<file path="src/rtl/ofat_pkg.sv">
// ----------------------------------------------------------------------------
// OFDM frame airtime calculator package
// Shared widths, rate tables and stage payload types.
// ----------------------------------------------------------------------------
package ofat_pkg;

    localparam int LEN_W      = 12;
    localparam int RATE_W     = 3;
    localparam int SYMTIME_W  = 14;
    localparam int SYMBOLS_W  = 11;
    localparam int DURATION_W = 25;

    // Numerator of the rounded-up division: 22 + 8*length + divisor - 1.
    localparam int NUM_W      = 16;

    // Reciprocal scaling; the divisors are all below 2**(DIV_SHIFT - NUM_W).
    localparam int DIV_SHIFT  = 24;
    localparam int RECIP_W    = 20;
    localparam int PROD_W     = NUM_W + RECIP_W;

    localparam int BPS_W      = 8;
    localparam int SERVICE_TAIL_BITS = 22;
    localparam int OVERHEAD_SYMBOLS  = 5;
    localparam logic [SYMTIME_W-1:0] SYMTIME_RESET = SYMTIME_W'(4000);

    localparam int NUM_RATES = 8;

    localparam logic [BPS_W-1:0] BPS_TABLE [NUM_RATES] = '{
        8'd24, 8'd36, 8'd48, 8'd72, 8'd96, 8'd144, 8'd192, 8'd216
    };

    // ceil(2**DIV_SHIFT / d) for each rate's data bits per symbol.
    localparam logic [RECIP_W-1:0] RECIP_TABLE [NUM_RATES] = '{
        RECIP_W'(((64'd1 << DIV_SHIFT) + 64'd23)  / 64'd24),
        RECIP_W'(((64'd1 << DIV_SHIFT) + 64'd35)  / 64'd36),
        RECIP_W'(((64'd1 << DIV_SHIFT) + 64'd47)  / 64'd48),
        RECIP_W'(((64'd1 << DIV_SHIFT) + 64'd71)  / 64'd72),
        RECIP_W'(((64'd1 << DIV_SHIFT) + 64'd95)  / 64'd96),
        RECIP_W'(((64'd1 << DIV_SHIFT) + 64'd143) / 64'd144),
        RECIP_W'(((64'd1 << DIV_SHIFT) + 64'd191) / 64'd192),
        RECIP_W'(((64'd1 << DIV_SHIFT) + 64'd215) / 64'd216)
    };

    typedef struct packed {
        logic               valid;
        logic [NUM_W-1:0]   num;
        logic [RECIP_W-1:0] recip;
    } prep_t;

    typedef struct packed {
        logic                 valid;
        logic [SYMBOLS_W-1:0] symbols;
    } quot_t;

endpackage

</file>
<file path="src/rtl/ofat_prep.sv">
// ----------------------------------------------------------------------------
// OFDM airtime front stage
// Forms the rounded-up numerator and picks the reciprocal for the rate.
// ----------------------------------------------------------------------------
module ofat_prep
(
    input  logic                            clk,
    input  logic                            rst_n,
    input  logic                            accept,
    input  logic [ofat_pkg::LEN_W-1:0]      length_bytes,
    input  logic [ofat_pkg::RATE_W-1:0]     rate_index,
    output ofat_pkg::prep_t                 prep
);

    logic                                valid_reg;
    logic [ofat_pkg::NUM_W-1:0]          num_reg;
    logic [ofat_pkg::NUM_W-1:0]          num_next;
    logic [ofat_pkg::RECIP_W-1:0]        recip_reg;
    logic [ofat_pkg::BPS_W-1:0]          bps;

    always_comb
    begin
        bps      = ofat_pkg::BPS_TABLE[rate_index];
        // Adding divisor - 1 turns the floor division into a ceiling.
        num_next = ofat_pkg::NUM_W'(ofat_pkg::SERVICE_TAIL_BITS)
                 + {1'b0, length_bytes, 3'b000}
                 + {{(ofat_pkg::NUM_W - ofat_pkg::BPS_W){1'b0}}, bps}
                 - ofat_pkg::NUM_W'(1);
    end

    always_ff @(posedge clk or negedge rst_n)
    begin
        if (!rst_n)
        begin
            valid_reg <= 1'b0;
        end
        else
        begin
            valid_reg <= accept;
        end
    end

    always_ff @(posedge clk)
    begin
        if (accept)
        begin
            num_reg   <= num_next;
            recip_reg <= ofat_pkg::RECIP_TABLE[rate_index];
        end
    end

    assign prep.valid = valid_reg;
    assign prep.num   = num_reg;
    assign prep.recip = recip_reg;

endmodule

</file>
<file path="src/rtl/ofat_div.sv">
// ----------------------------------------------------------------------------
// OFDM airtime divider stage
// Divides by the data bits per symbol through a reciprocal multiplication.
// ----------------------------------------------------------------------------
module ofat_div
(
    input  logic             clk,
    input  logic             rst_n,
    input  ofat_pkg::prep_t  prep,
    output ofat_pkg::quot_t  quot
);

    logic                               valid_reg;
    logic [ofat_pkg::SYMBOLS_W-1:0]     symbols_reg;
    logic [ofat_pkg::PROD_W-1:0]        prod;

    // The reciprocal error is below 2**(DIV_SHIFT - NUM_W), so the quotient is exact.
    assign prod = {{ofat_pkg::RECIP_W{1'b0}}, prep.num}
                * {{ofat_pkg::NUM_W{1'b0}}, prep.recip};

    always_ff @(posedge clk or negedge rst_n)
    begin
        if (!rst_n)
        begin
            valid_reg <= 1'b0;
        end
        else
        begin
            valid_reg <= prep.valid;
        end
    end

    always_ff @(posedge clk)
    begin
        if (prep.valid)
        begin
            symbols_reg <=
                prod[ofat_pkg::DIV_SHIFT + ofat_pkg::SYMBOLS_W - 1 : ofat_pkg::DIV_SHIFT];
        end
    end

    assign quot.valid   = valid_reg;
    assign quot.symbols = symbols_reg;

endmodule

</file>
<file path="src/rtl/ofat_dur.sv">
// ----------------------------------------------------------------------------
// OFDM airtime duration stage
// Adds the preamble and header symbols and scales by the symbol time.
// ----------------------------------------------------------------------------
module ofat_dur
(
    input  logic                               clk,
    input  logic                               rst_n,
    input  ofat_pkg::quot_t                    quot,
    input  logic [ofat_pkg::SYMTIME_W-1:0]     symbol_time,
    output logic                               done,
    output logic [ofat_pkg::SYMBOLS_W-1:0]     data_symbols,
    output logic [ofat_pkg::DURATION_W-1:0]    duration_ns
);

    localparam int TOTAL_W = ofat_pkg::SYMBOLS_W + 1;
    localparam int MUL_W   = TOTAL_W + ofat_pkg::SYMTIME_W;

    logic                               done_reg;
    logic [ofat_pkg::SYMBOLS_W-1:0]     symbols_reg;
    logic [ofat_pkg::DURATION_W-1:0]    duration_reg;
    logic [TOTAL_W-1:0]                 total_symbols;
    logic [MUL_W-1:0]                   duration_next;

    always_comb
    begin
        total_symbols = {1'b0, quot.symbols} + TOTAL_W'(ofat_pkg::OVERHEAD_SYMBOLS);
        duration_next = {{ofat_pkg::SYMTIME_W{1'b0}}, total_symbols}
                      * {{TOTAL_W{1'b0}}, symbol_time};
    end

    always_ff @(posedge clk or negedge rst_n)
    begin
        if (!rst_n)
        begin
            done_reg <= 1'b0;
        end
        else
        begin
            done_reg <= quot.valid;
        end
    end

    always_ff @(posedge clk)
    begin
        if (quot.valid)
        begin
            symbols_reg  <= quot.symbols;
            duration_reg <= duration_next[ofat_pkg::DURATION_W-1:0];
        end
    end

    assign done         = done_reg;
    assign data_symbols = symbols_reg;
    assign duration_ns  = duration_reg;

endmodule

</file>
<file path="src/rtl/ofdm_frame_airtime_calc.sv">
// ----------------------------------------------------------------------------
// OFDM frame airtime calculator
// Path: an accepted request passes the prep, div and duration registers.
// Throughput: one request per cycle; busy is never raised.
// Stages: numerator and reciprocal, reciprocal multiply, duration multiply.
// Reset clears the pipeline valid bits and sets the symbol time to 4000 ns.
// Results cannot be held off by the receiver; done lasts one cycle.
// ----------------------------------------------------------------------------
module ofdm_frame_airtime_calc
(
    input  logic                               clk,
    input  logic                               rst_n,
    input  logic                               start,
    output logic                               busy,
    input  logic [ofat_pkg::LEN_W-1:0]         length_bytes,
    input  logic [ofat_pkg::RATE_W-1:0]        rate_index,
    input  logic                               cfg_we,
    input  logic [ofat_pkg::SYMTIME_W-1:0]     cfg_wdata,
    output logic                               done,
    output logic [ofat_pkg::SYMBOLS_W-1:0]     data_symbols,
    output logic [ofat_pkg::DURATION_W-1:0]    duration_ns
);

    logic [ofat_pkg::SYMTIME_W-1:0] symbol_time_reg;
    logic                           accept;
    ofat_pkg::prep_t                prep;
    ofat_pkg::quot_t                quot;

    // Every stage advances each cycle, so a new request is always taken.
    assign busy   = 1'b0;
    assign accept = start & ~busy;

    always_ff @(posedge clk or negedge rst_n)
    begin
        if (!rst_n)
        begin
            symbol_time_reg <= ofat_pkg::SYMTIME_RESET;
        end
        else if (cfg_we)
        begin
            symbol_time_reg <= cfg_wdata;
        end
    end

    ofat_prep u_prep
    (
        .clk          (clk),
        .rst_n        (rst_n),
        .accept       (accept),
        .length_bytes (length_bytes),
        .rate_index   (rate_index),
        .prep         (prep)
    );

    ofat_div u_div
    (
        .clk   (clk),
        .rst_n (rst_n),
        .prep  (prep),
        .quot  (quot)
    );

    ofat_dur u_dur
    (
        .clk          (clk),
        .rst_n        (rst_n),
        .quot         (quot),
        .symbol_time  (symbol_time_reg),
        .done         (done),
        .data_symbols (data_symbols),
        .duration_ns  (duration_ns)
    );

endmodule

</file>
<file path="config.mk">
export PLATFORM = sky130hd
export DESIGN_NAME = ofdm_frame_airtime_calc
export DESIGN_NICKNAME = d
export VERILOG_FILES = /design/src/rtl/ofat_pkg.sv /design/src/rtl/ofat_prep.sv /design/src/rtl/ofat_div.sv /design/src/rtl/ofat_dur.sv /design/src/rtl/ofdm_frame_airtime_calc.sv
export SDC_FILE = /design/constraint.sdc
export NUM_CORES = 1
export LEC_CHECK = 0
export ABC_AREA = 1
export BUFFER_PORTS_ARGS = -buffer_cell sky130_fd_sc_hd__buf_2
export CORE_MARGIN = 5
export CORE_UTILIZATION = 25
export DETAILED_ROUTE_END_ITERATION = 7
export PLACE_DENSITY = 0.39
export RECOVER_POWER = 25
export SYNTH_ARGS = -nofsm -noshare
export SYNTH_HDL_FRONTEND = slang
export SYNTH_HIERARCHICAL = 1
export SYNTH_SLANG_ARGS = --single-unit
</file>
<file path="constraint.sdc">
create_clock -name clk -period 8.03 [get_ports clk]
set_input_delay 0.4015 -clock clk [delete_from_list [all_inputs] [get_ports clk]]
set_output_delay 0.4015 -clock clk [all_outputs]
set_load 0.01 [all_outputs]
</file>
# Word-level counts from Yosys, hierarchy flattened
# Memories as Yosys holds them, arrays and structs flattened. A register that Yosys moved wholly into a read port is not among the register bits.
# Index checks and enable logic that the tools add are counted.
[totals]
n_memories = 2
elab_cells = 20
romBits = 224
register_bits = 80
out_inout_bits = 38
[mem_list]
columns = ["name", "depth", "word_bits", "rd", "rd_clocked_by_memory_dff", "wr", "line_no", "text"]
rows = [
  ["(name not given)", 8, 20, 1, 1, 0, "ofat_prep.sv:48", "recip_reg <= ofat_pkg::RECIP_TABLE[rate_index];"],
  ["(name not given)", 8, 8, 1, 0, 0, "ofat_prep.sv:23", "bps = ofat_pkg::BPS_TABLE[rate_index];"],
]
[classes]
addsub = 4
muxes = 2
multipliers = 2
n_lt_le_gt_ge = 1
n_bitwise = 1
[op_table]
columns = ["op", "n"]
rows = [
  ["multiplier 16 x 20 -> 35 bit", 1],
  ["multiplier 12 x 14 -> 25 bit", 1],
  ["adder 16 x 8 -> 16 bit", 1],
  ["adder 5 x 15 -> 16 bit (first input constant)", 1],
  ["two-way mux 8 bit", 2],
  ["subtractor 16 x 1 -> 16 bit (second input constant)", 1],
  ["adder 11 x 3 -> 12 bit (second input constant)", 1],
  ["greater-or-equal comparator 4 bit (second input constant)", 1],
  ["NOT 3 -> 4 bit", 1],
]

# Longest topological paths before layout
# Gate-level depths: netlist of run 1.
[logic_depth]
ltp_word = 6
ltp_mapped = 31

# Hierarchy
# The synthesis of run 1 kept the hierarchy.
[modules_own_cells]
columns = ["mod", "cells_per_inst", "area_each_um2", "n_inst", "seq_area_each_um2"]
rows = [
  ["ofat_div", 1466, 11029.3, 1, 355.3],
  ["ofat_dur", 874, 6995.5, 1, 1106.1],
  ["ofat_prep", 177, 1736.7, 1, 895.9],
  ["ofdm_frame_airtime_calc", 61, 549.3, 1, 357.8],
]

# Worst setup path before layout of run 1
# Ideal clock, no wire load.
[synth_path]
kind = "register -> register"
from = "reg u_prep/recip_reg[9] (netlist name)"
to = "reg u_div/symbols_reg[6] (netlist name) (data pin)"
period_less_slack_ps = 5613
arrival_ps = 5361
stages_incl_launch_ff = 24
setup_ps = 252
path_slack_ps = 2417
required_time_ps = 7778
n_path_buf = 3
path_cell_list = "edfxtp_1 -> buf_4 -> clkbuf_1 -> clkbuf_1 -> nand2_1 -> fa_1 -> inv_1 -> fa_1 -> fa_1 -> fa_1 -> fa_1 -> inv_1 -> fa_1 -> inv_1 -> ha_1 -> a21oi_1 -> o21ai_0 -> a21oi_2 -> inv_1 -> nand2_1 -> and2_1 -> nand2_1 -> nand2_1 -> nand2_1"
[synth_between]
elab_chain_cells = 1
[synth_lines]
columns = ["item", "line_no", "text"]
rows = [
  ["start, declared", "ofat_prep.sv:18", "logic [ofat_pkg::RECIP_W-1:0] recip_reg;"],
  ["multiplier 16 x 20 -> 35 bit", "ofat_div.sv:19", "* {{ofat_pkg::NUM_W{1'b0}}, prep.recip};"],
  ["net u_div.prod (one bit)", "ofat_div.sv:15", "logic [ofat_pkg::PROD_W-1:0] prod;"],
  ["end signal, assigned", "ofat_div.sv:37", "symbols_reg <="],
  ["end, declared", "ofat_div.sv:14", "logic [ofat_pkg::SYMBOLS_W-1:0] symbols_reg;"],
]
# The timed path passes the listed nets, and every way through them passes these cells.
# A chain may end at the register's enable or synchronous reset.

# Worst setup path in the final report of run 1
[layout_path]
from = "reg u_prep/recip_reg[14] (netlist name)"
to = "reg u_div/symbols_reg[10] (netlist name) (data pin)"
# Same word-level chain as after synthesis.

==> run_results.csv, run 1 <==
group,metric,value,unit
cts,ctsHtreeMaxLevel,3,
cts,hold_buffers,1,
run_status,status,"finished with violations",
cts,cts_setup_buffers,0,
sta,setup_violations,0,
setup_path,r2r_end,"u_div/symbols_reg[10]$_DFFE_PP_",
sta,rsz0062_at_grt,"false",
sta,min_period,6.58,ns
synthesis,yosys.area.top_type,"fa_1",
placement,dp_slack,1.39,ns
setup_path,crit_start,"u_prep/recip_reg[14]$_DFFE_PP_",
floorplanning,die_area,87000,um^2
sta,hold_viol_final,0,
placement,placed_area,21600,um^2
synthesis,seq_area_frac_synth,0.134,
layout,largest_reg_flops,25,
cts,cts_resized,0,
routing,wl_per_cell,16.2,um
floorplanning,row_count,104,
floorplanning,io_pins,71,
layout,nets,3149,
worst_hold_path,hold_path_depth,3,
sta,fin_crit_sh,0.819,
synthesis,async_reset_ff_frac,0.183,
sta,layout_setup_ws,1.45,ns
run_status,failed_checks,"max-capacitance violations, max-slew violations",
synthesis,syn_avg_cell_area,7.88,um^2
setup_path,reg2reg_slack,1.45,ns
placement,port_buffers,69,
setup_path,crit_fanout,21,
layout,areaGrowthSynthToFinish,7.89,%
placement,place_hpwl,47.7,mm
setup_path,ff2ff_path_depth,20,
floorplanning,die_h,295,um
cts,cts_tree,"done",
synthesis,yosys_warnings,6,
worst_hold_path,hold_path_end,"symbol_time_reg[9]$_DFFE_PN1P_",
synthesis,yosys_most_used_dff,"edfxtp_1",
setup_path,critical_path_arrival,6.70,ns
setup_path,r2r-start,"u_prep/recip_reg[14]$_DFFE_PP_",
floorplanning,die_w,295,um
cts,clk_latency,0.41,ns
cts,cts_made_buffers,9,
synthesis,synth.most_common_cell,"nand2_1",
grt,grt_pass1_vias,17000,
cts,cts-root-buf,"clkbuf_16",
cts,clkSlewWorstSetupHoldPaths,0.08,ns
synthesis,synth_cells,2578,
layout,drive_above_1_share,0.0536,
routing,dr.pass1.iters,6,
placement,place_congestion,0.847,
synthesis,synth.area.top_cells,"fa_1 (36%), nand2_1 (13%), inv_1 (13%)",
routing,routed_wl,59.0,mm
routing,drc_errors,0,
floorplanning,start_util,0.252,
setup_path,critPathLaunchType,"flip-flop",
synthesis,synthTopCellsByCount,"nand2_1 (714), inv_1 (707), fa_1 (368), ha_1 (180), nor2_1 (145)",
routing,antenna_left,0,
synthesis,synth.top_cell.area_share,0.363,
worst_hold_path,worst_hold_path_type,"in2reg",
synthesis,synth_cell_types,50,
synthesis,synth.cell_area,20300,um^2
sta,finalClockSkew,0.0187,ns
sta,relSlewSlack,-0.266,
layout,stdcell_area,21900,um^2
routing,drt_iter0_markers,800,
setup_path,criticalPathCategory,"reg2reg",
layout,num-fill-cells,8777,
floorplanning,core,80500,um^2
routing,drt-vias-per-instance,4.28,
worst_hold_path,holdCritStartpoint,"cfg_wdata[9]",
run,drv_cap,1,
setup_path,crit_path_end_kind,"flip-flop",
layout,n_antenna_cell,0,
routing,vias,15500,
grt,grt_max_degree,38,
synthesis,syn-num-nets,3159,
sta,fin_tns_setup,0,ns
sta,max_freq,152,MHz
cts,clock_path_buffers,2,
synthesis,ys_seq_elements,93,
sta,hold_ws,0.210,ns
synthesis,synth-edff-count,76,
grt,overflow,0,
sta,slew_viol_final,31,
cts,clock_sinks,93,
grt,antenna_found_initial,0,
setup_path,required,8.16,ns
grt,grt_pass1_wl,95.6,mm
sta,worstMarginPinSlew,1.90,ns
grt,grtUsageTotal,0.140,
## layout make-up
cell class,instances,area [um^2],share of cell area
Inverter,714,2680,0.122
Tap cell,1060,1330,0.0605
Timing Repair Buffer,77,403,0.0184
Multi-Input combinational cell,1673,14500,0.661
Sequential cell,93,2720,0.124
Clock buffer,9,225,0.0103
Clock inverter,7,88.8,0.00405
## worst max-delay path, stage by stage (launching register included)
cell      delay (ns)
edfxtp_1        1.16
buf_4           0.37
nand2_1         0.09
fa_1            0.51
fa_1            0.54
inv_1           0.05
fa_1            0.50
fa_1            0.52
fa_1            0.55
inv_1           0.05
fa_1            0.52
inv_1           0.04
ha_1            0.32
a21oi_1         0.23
o21ai_0         0.22
a21oi_1         0.20
nand2_2         0.11
nand2_1         0.09
nand2_1         0.05
nand2_1         0.05
nand2_1         0.11
## routing by layer
metal	part of all wire	global-route usage	vias up
li1	-	-	7415
met1	0.48	0.199	7751
met2	0.46	0.231	328
met3	0.041	0.0177	44
met4	0.015	0.0262	0
met5	0	0	-
## logic make-up after synthesis
kind of cell	Yosys count	share of synthesized area
buffers and inverters	812	0.154
other	3	0.000554
AO/OA/AOI/OAI	112	0.0321
adder cells (fa/ha/maj)	548	0.474
XOR/XNOR	23	0.0103
flip-flops	93	0.134
AND/OR/NAND/NOR	987	0.196
## placed cells by master, fill, tap and decap left out, types with 7 or more instances in the layout
master / count
a21oi_1: 56
buf_2: 65
buf_4: 7
clkbuf_16: 9
dfrtp_1: 10
edfxtp_1: 76
fa_1: 368
ha_1: 180
inv_1: 707
nand2_1: 714
nand2_2: 13
nand3_1: 67
nand4_1: 9
nor2_1: 145
nor3_1: 12
o21ai_0: 29
xnor2_1: 11
xor2_1: 11
## worst max path at each step
| stage | endpoint | slack [ns] | cells past startpoint |
|---|---|---|---|
| final | u_div/symbols_reg[10]$_DFFE_PP_ | 1.45 | 20 |
| after global routing | u_div/symbols_reg[2]$_DFFE_PP_ | 1.13 | 20 |
| after CTS | u_div/symbols_reg[10]$_DFFE_PP_ | 1.37 | 20 |
| after detailed placement | u_div/symbols_reg[10]$_DFFE_PP_ | 1.39 | 20 |
| after global placement | u_div/symbols_reg[10]$_DFFE_PP_ | 1.49 | 19 |
| after floorplan | u_div/symbols_reg[6]$_DFFE_PP_ | 2.42 | 23 |
## per-stage QoR
| stage | instances | util |
|---|---|---|
| floorplan | 2578 | - |
| global placement | 3616 | 0.268 |
| detailed placement | 3616 | 0.268 |
| CTS | 3633 | 0.272 |
| global route | 3633 | 0.272 |
| finish | 3633 | 0.272 |
Power of run 1 is not shown: default switching activity piles up to over one toggle a cycle in this logic, so the estimate is an artifact.
==> run 2, diff against run 1 <==
--- a/config.mk
+++ b/config.mk
@@ -5,12 +5,12 @@
 export SDC_FILE = /design/constraint.sdc
 export NUM_CORES = 1
 export LEC_CHECK = 0
-export ABC_AREA = 1
+export ABC_AREA = 0
 export BUFFER_PORTS_ARGS = -buffer_cell sky130_fd_sc_hd__buf_2
 export CORE_MARGIN = 5
 export CORE_UTILIZATION = 25
 export DETAILED_ROUTE_END_ITERATION = 7
-export PLACE_DENSITY = 0.39
+export PLACE_DENSITY = 0.4
 export RECOVER_POWER = 25
 export SYNTH_ARGS = -nofsm -noshare
 export SYNTH_HDL_FRONTEND = slang
==> constraint.sdc (replaced) <==
create_clock -name clk -period 5.8 [get_ports clk]
set_input_delay 0.29 -clock clk [delete_from_list [all_inputs] [get_ports clk]]
set_output_delay 0.29 -clock clk [all_outputs]
set_load 0.01 [all_outputs]
==> run 2 against run 1 <==
Utilization rose by 3.8 points; largest cell class unchanged; highest routed layer unchanged; sequential cell count did not move; non-clock buffer count rose by 235; die area fell by 4.4%; the flow finishes with violations (max-capacitance violations, max-slew violations, negative setup slack); via count fell by 8.9%; maximum frequency rose by 13%.
==> run_results.csv, run 2 <==
group,metric,value,unit
run,drv_cap,1,
sta,slew_viol_final,31,
worst_hold_path,worst_hold_path_type,"in2reg",
layout,final_cell_mix,"inv_1 (434), fa_1 (352), nand2_1 (302), buf_4 (197), and2_1 (190)",
synthesis,synth_cell_types,68,
setup_path,cpPeakStageDelay,0.52,ns
synthesis,syn_avg_cell_area,9.38,um^2
placement,place_hpwl,42.6,mm
floorplanning,row_count,102,
synthesis,syn-num-nets,2648,
floorplanning,die_area,83200,um^2
layout,stdcell_area,23900,um^2
setup_path,criticalPathCategory,"reg2reg",
floorplanning,die_h,289,um
routing,dr.pass1.iters,5,
sta,fin_crit_sh,1.00,
setup_path,critPathMostFrequentCell,"fa_1",
synthesis,synth.area.top_cells,"fa_1 (38%), edfxtp_1 (12%), ha_1 (12%)",
cts,clk_latency,0.38,ns
run_status,status,"finished with violations",
layout,multi_input_area,15400,um^2
setup_path,crit_fanout,5,
placement,dp_cells,3281,
floorplanning,start_util,0.251,
grt,grt_pass1_vias,16100,
run_status,failed_checks,"max-capacitance violations, max-slew violations, negative setup slack",
sta,max_freq,172,MHz
floorplanning,io_pins,71,
synthesis,synth_cells,2067,
synthesis,synth-edff-count,76,
synthesis,ys_seq_elements,93,
synthesis,yosys.area.top_type,"fa_1",
grt,overflow,0,
setup_path,critical_path_arrival,5.95,ns
sta,fin_tns_setup,-0.0317,ns
layout,num-fill-cells,8085,
cts,clkSlewWorstSetupHoldPaths,0.07,ns
routing,drt_iter0_markers,496,
grt,grt_max_degree,38,
layout,final_common_cell,"inv_1",
synthesis,yosys_warnings,6,
placement,placed_area,22300,um^2
layout,areaGrowthSynthToFinish,23.4,%
sta,layout_setup_ws,-0.0170,ns
sta,min_period,5.82,ns
cts,cts_tree,"done",
sta,finalClockSkew,0.0144,ns
worst_hold_path,holdCritStartpoint,"cfg_wdata[6]",
floorplanning,core,77200,um^2
grt,grtUsageTotal,0.127,
setup_path,crit_start,"u_div/symbols_reg[1]$_DFFE_PP_",
synthesis,synth.cell_area,19400,um^2
layout,drive_above_1_share,0.225,
routing,vias,14200,
setup_path,crit_slowest_cell,"fa_1",
routing,antenna_left,0,
cts,ctsHtreeMaxLevel,3,
setup_path,required,5.93,ns
placement,port_buffers,69,
setup_path,critPathLaunchType,"flip-flop",
placement,dp_slack,-0.341,ns
synthesis,seq_area_frac_synth,0.140,
layout,nets,2873,
synthesis,yosys_most_used_dff,"edfxtp_1",
synthesis,async_reset_ff_frac,0.183,
grt,grt_pass1_wl,85.2,mm
cts,clock_path_buffers,2,
sta,hold_viol_final,0,
cts,cts-root-buf,"clkbuf_16",
routing,drc_errors,0,
routing,wl_per_cell,15.3,um
routing,drt-vias-per-instance,4.24,
routing,routed_wl,51.0,mm
sta,setup_violations,3,
sta,worstMarginPinSlew,1.79,ns
layout,largest_reg_flops,25,
layout,regArea,2720,um^2
placement,place_congestion,0.834,
setup_path,crit_path_end_kind,"flip-flop",
synthesis,synth.top_cell.area_share,0.380,
layout,n_antenna_cell,0,
synthesis,synthTopCellsByCount,"inv_1 (463), fa_1 (368), nand2_1 (309), and2_1 (205), ha_1 (180)",
sta,relSlewSlack,-0.193,
sta,rsz0062_at_grt,"true",
cts,clock_sinks,93,
setup_path,r2r-start,"u_div/symbols_reg[1]$_DFFE_PP_",
floorplanning,die_w,289,um
setup_path,path_cells,"buf_6, a21oi_2, buf_6, nand2b_4, xnor2_4, buf_6, nand2_1, fa_1, inv_1, fa_1, fa_1, fa_1, inv_1, fa_1, inv_1, ha_1, and3_4, nand4_1, a21oi_2, o21bai_4, or4b_4, o211a_1",
layout,fin_cells,3337,
cts,cts_made_buffers,9,
grt,antenna_found_initial,0,
synthesis,synth.most_common_cell,"inv_1",
## run 2: area by class of cell
cell class,instances,share of cell area
multi-input cells,1413,0.645
flip-flops and latches,93,0.114
repair buffers,312,0.103
inverters,463,0.0727
well taps,1040,0.0544
clock buffers,10,0.00957
clock inverters,6,0.00194
## run 2: metal layers
layer,up-vias,part of all wire,track usage
met1,7245,0.46,0.168
met2,181,0.49,0.223
met5,-,0,0
met3,50,0.028,0.0170
li1,6683,-,-
met4,0,0.019,0.0263
## run 2: what timing repair did
action / in CTS / in global routing
resized for setup: 119 / 118
endpoints found under the hold margin: 11 / 0
hold buffers: 1 / 0
setup endpoints to repair: 17 / 21
gates cloned: 2 / 1
buffers inserted: 18 / 18
pin swaps: 88 / 83
## run 2: worst paths after layout
path                                                   end  slack (ns)  cells past startpoint
setup / recovery           u_dur/duration_ns[23]$_DFFE_PP_       -0.02                     22
hold / removal              symbol_time_reg[6]$_DFFE_PN0P_        0.14                      2
min in group asynchronous   symbol_time_reg[3]$_DFFE_PN0P_        0.69                      2
max in group asynchronous        u_div/valid_reg$_DFF_PN0_        4.30                      2
hold reg to reg            u_dur/data_symbols[9]$_DFFE_PP_        0.52                      0
setup reg to reg           u_dur/duration_ns[23]$_DFFE_PP_       -0.02                     22
## run 2: critical path, delay by kind of cell (launching register included)
family          cells  cell delay (ns)
fa+ha+maj           6             2.80
simple gates        5             0.97
compound gates      4             0.61
buf+inv             6             0.59
flops               1             0.45
xor+xnor            1             0.14
## run 2: metrics by stage
| step | hold slack (ns) | util |
|---|---|---|
| 6_report | 0.143 | 0.310 |
| 5_1_grt | 0.121 | 0.310 |
| 4_1_cts | 0.115 | 0.302 |
| 3_5_place_dp | 0.301 | 0.288 |
| 3_3_place_gp | 0.277 | 0.288 |
| 2_1_floorplan | -0.00559 | - |
## run 2: cells by family after synthesis
group,share of synthesized area
adders and majority gates,0.496
other,0.000581
buffers and inverters,0.113
and+or+nand+nor,0.163
AOI/OAI and AO/OA,0.0532
muxes,0.0103
DFF,0.140
xor gates and xnor gates,0.0239
Power of run 2 is left out for the same reason.
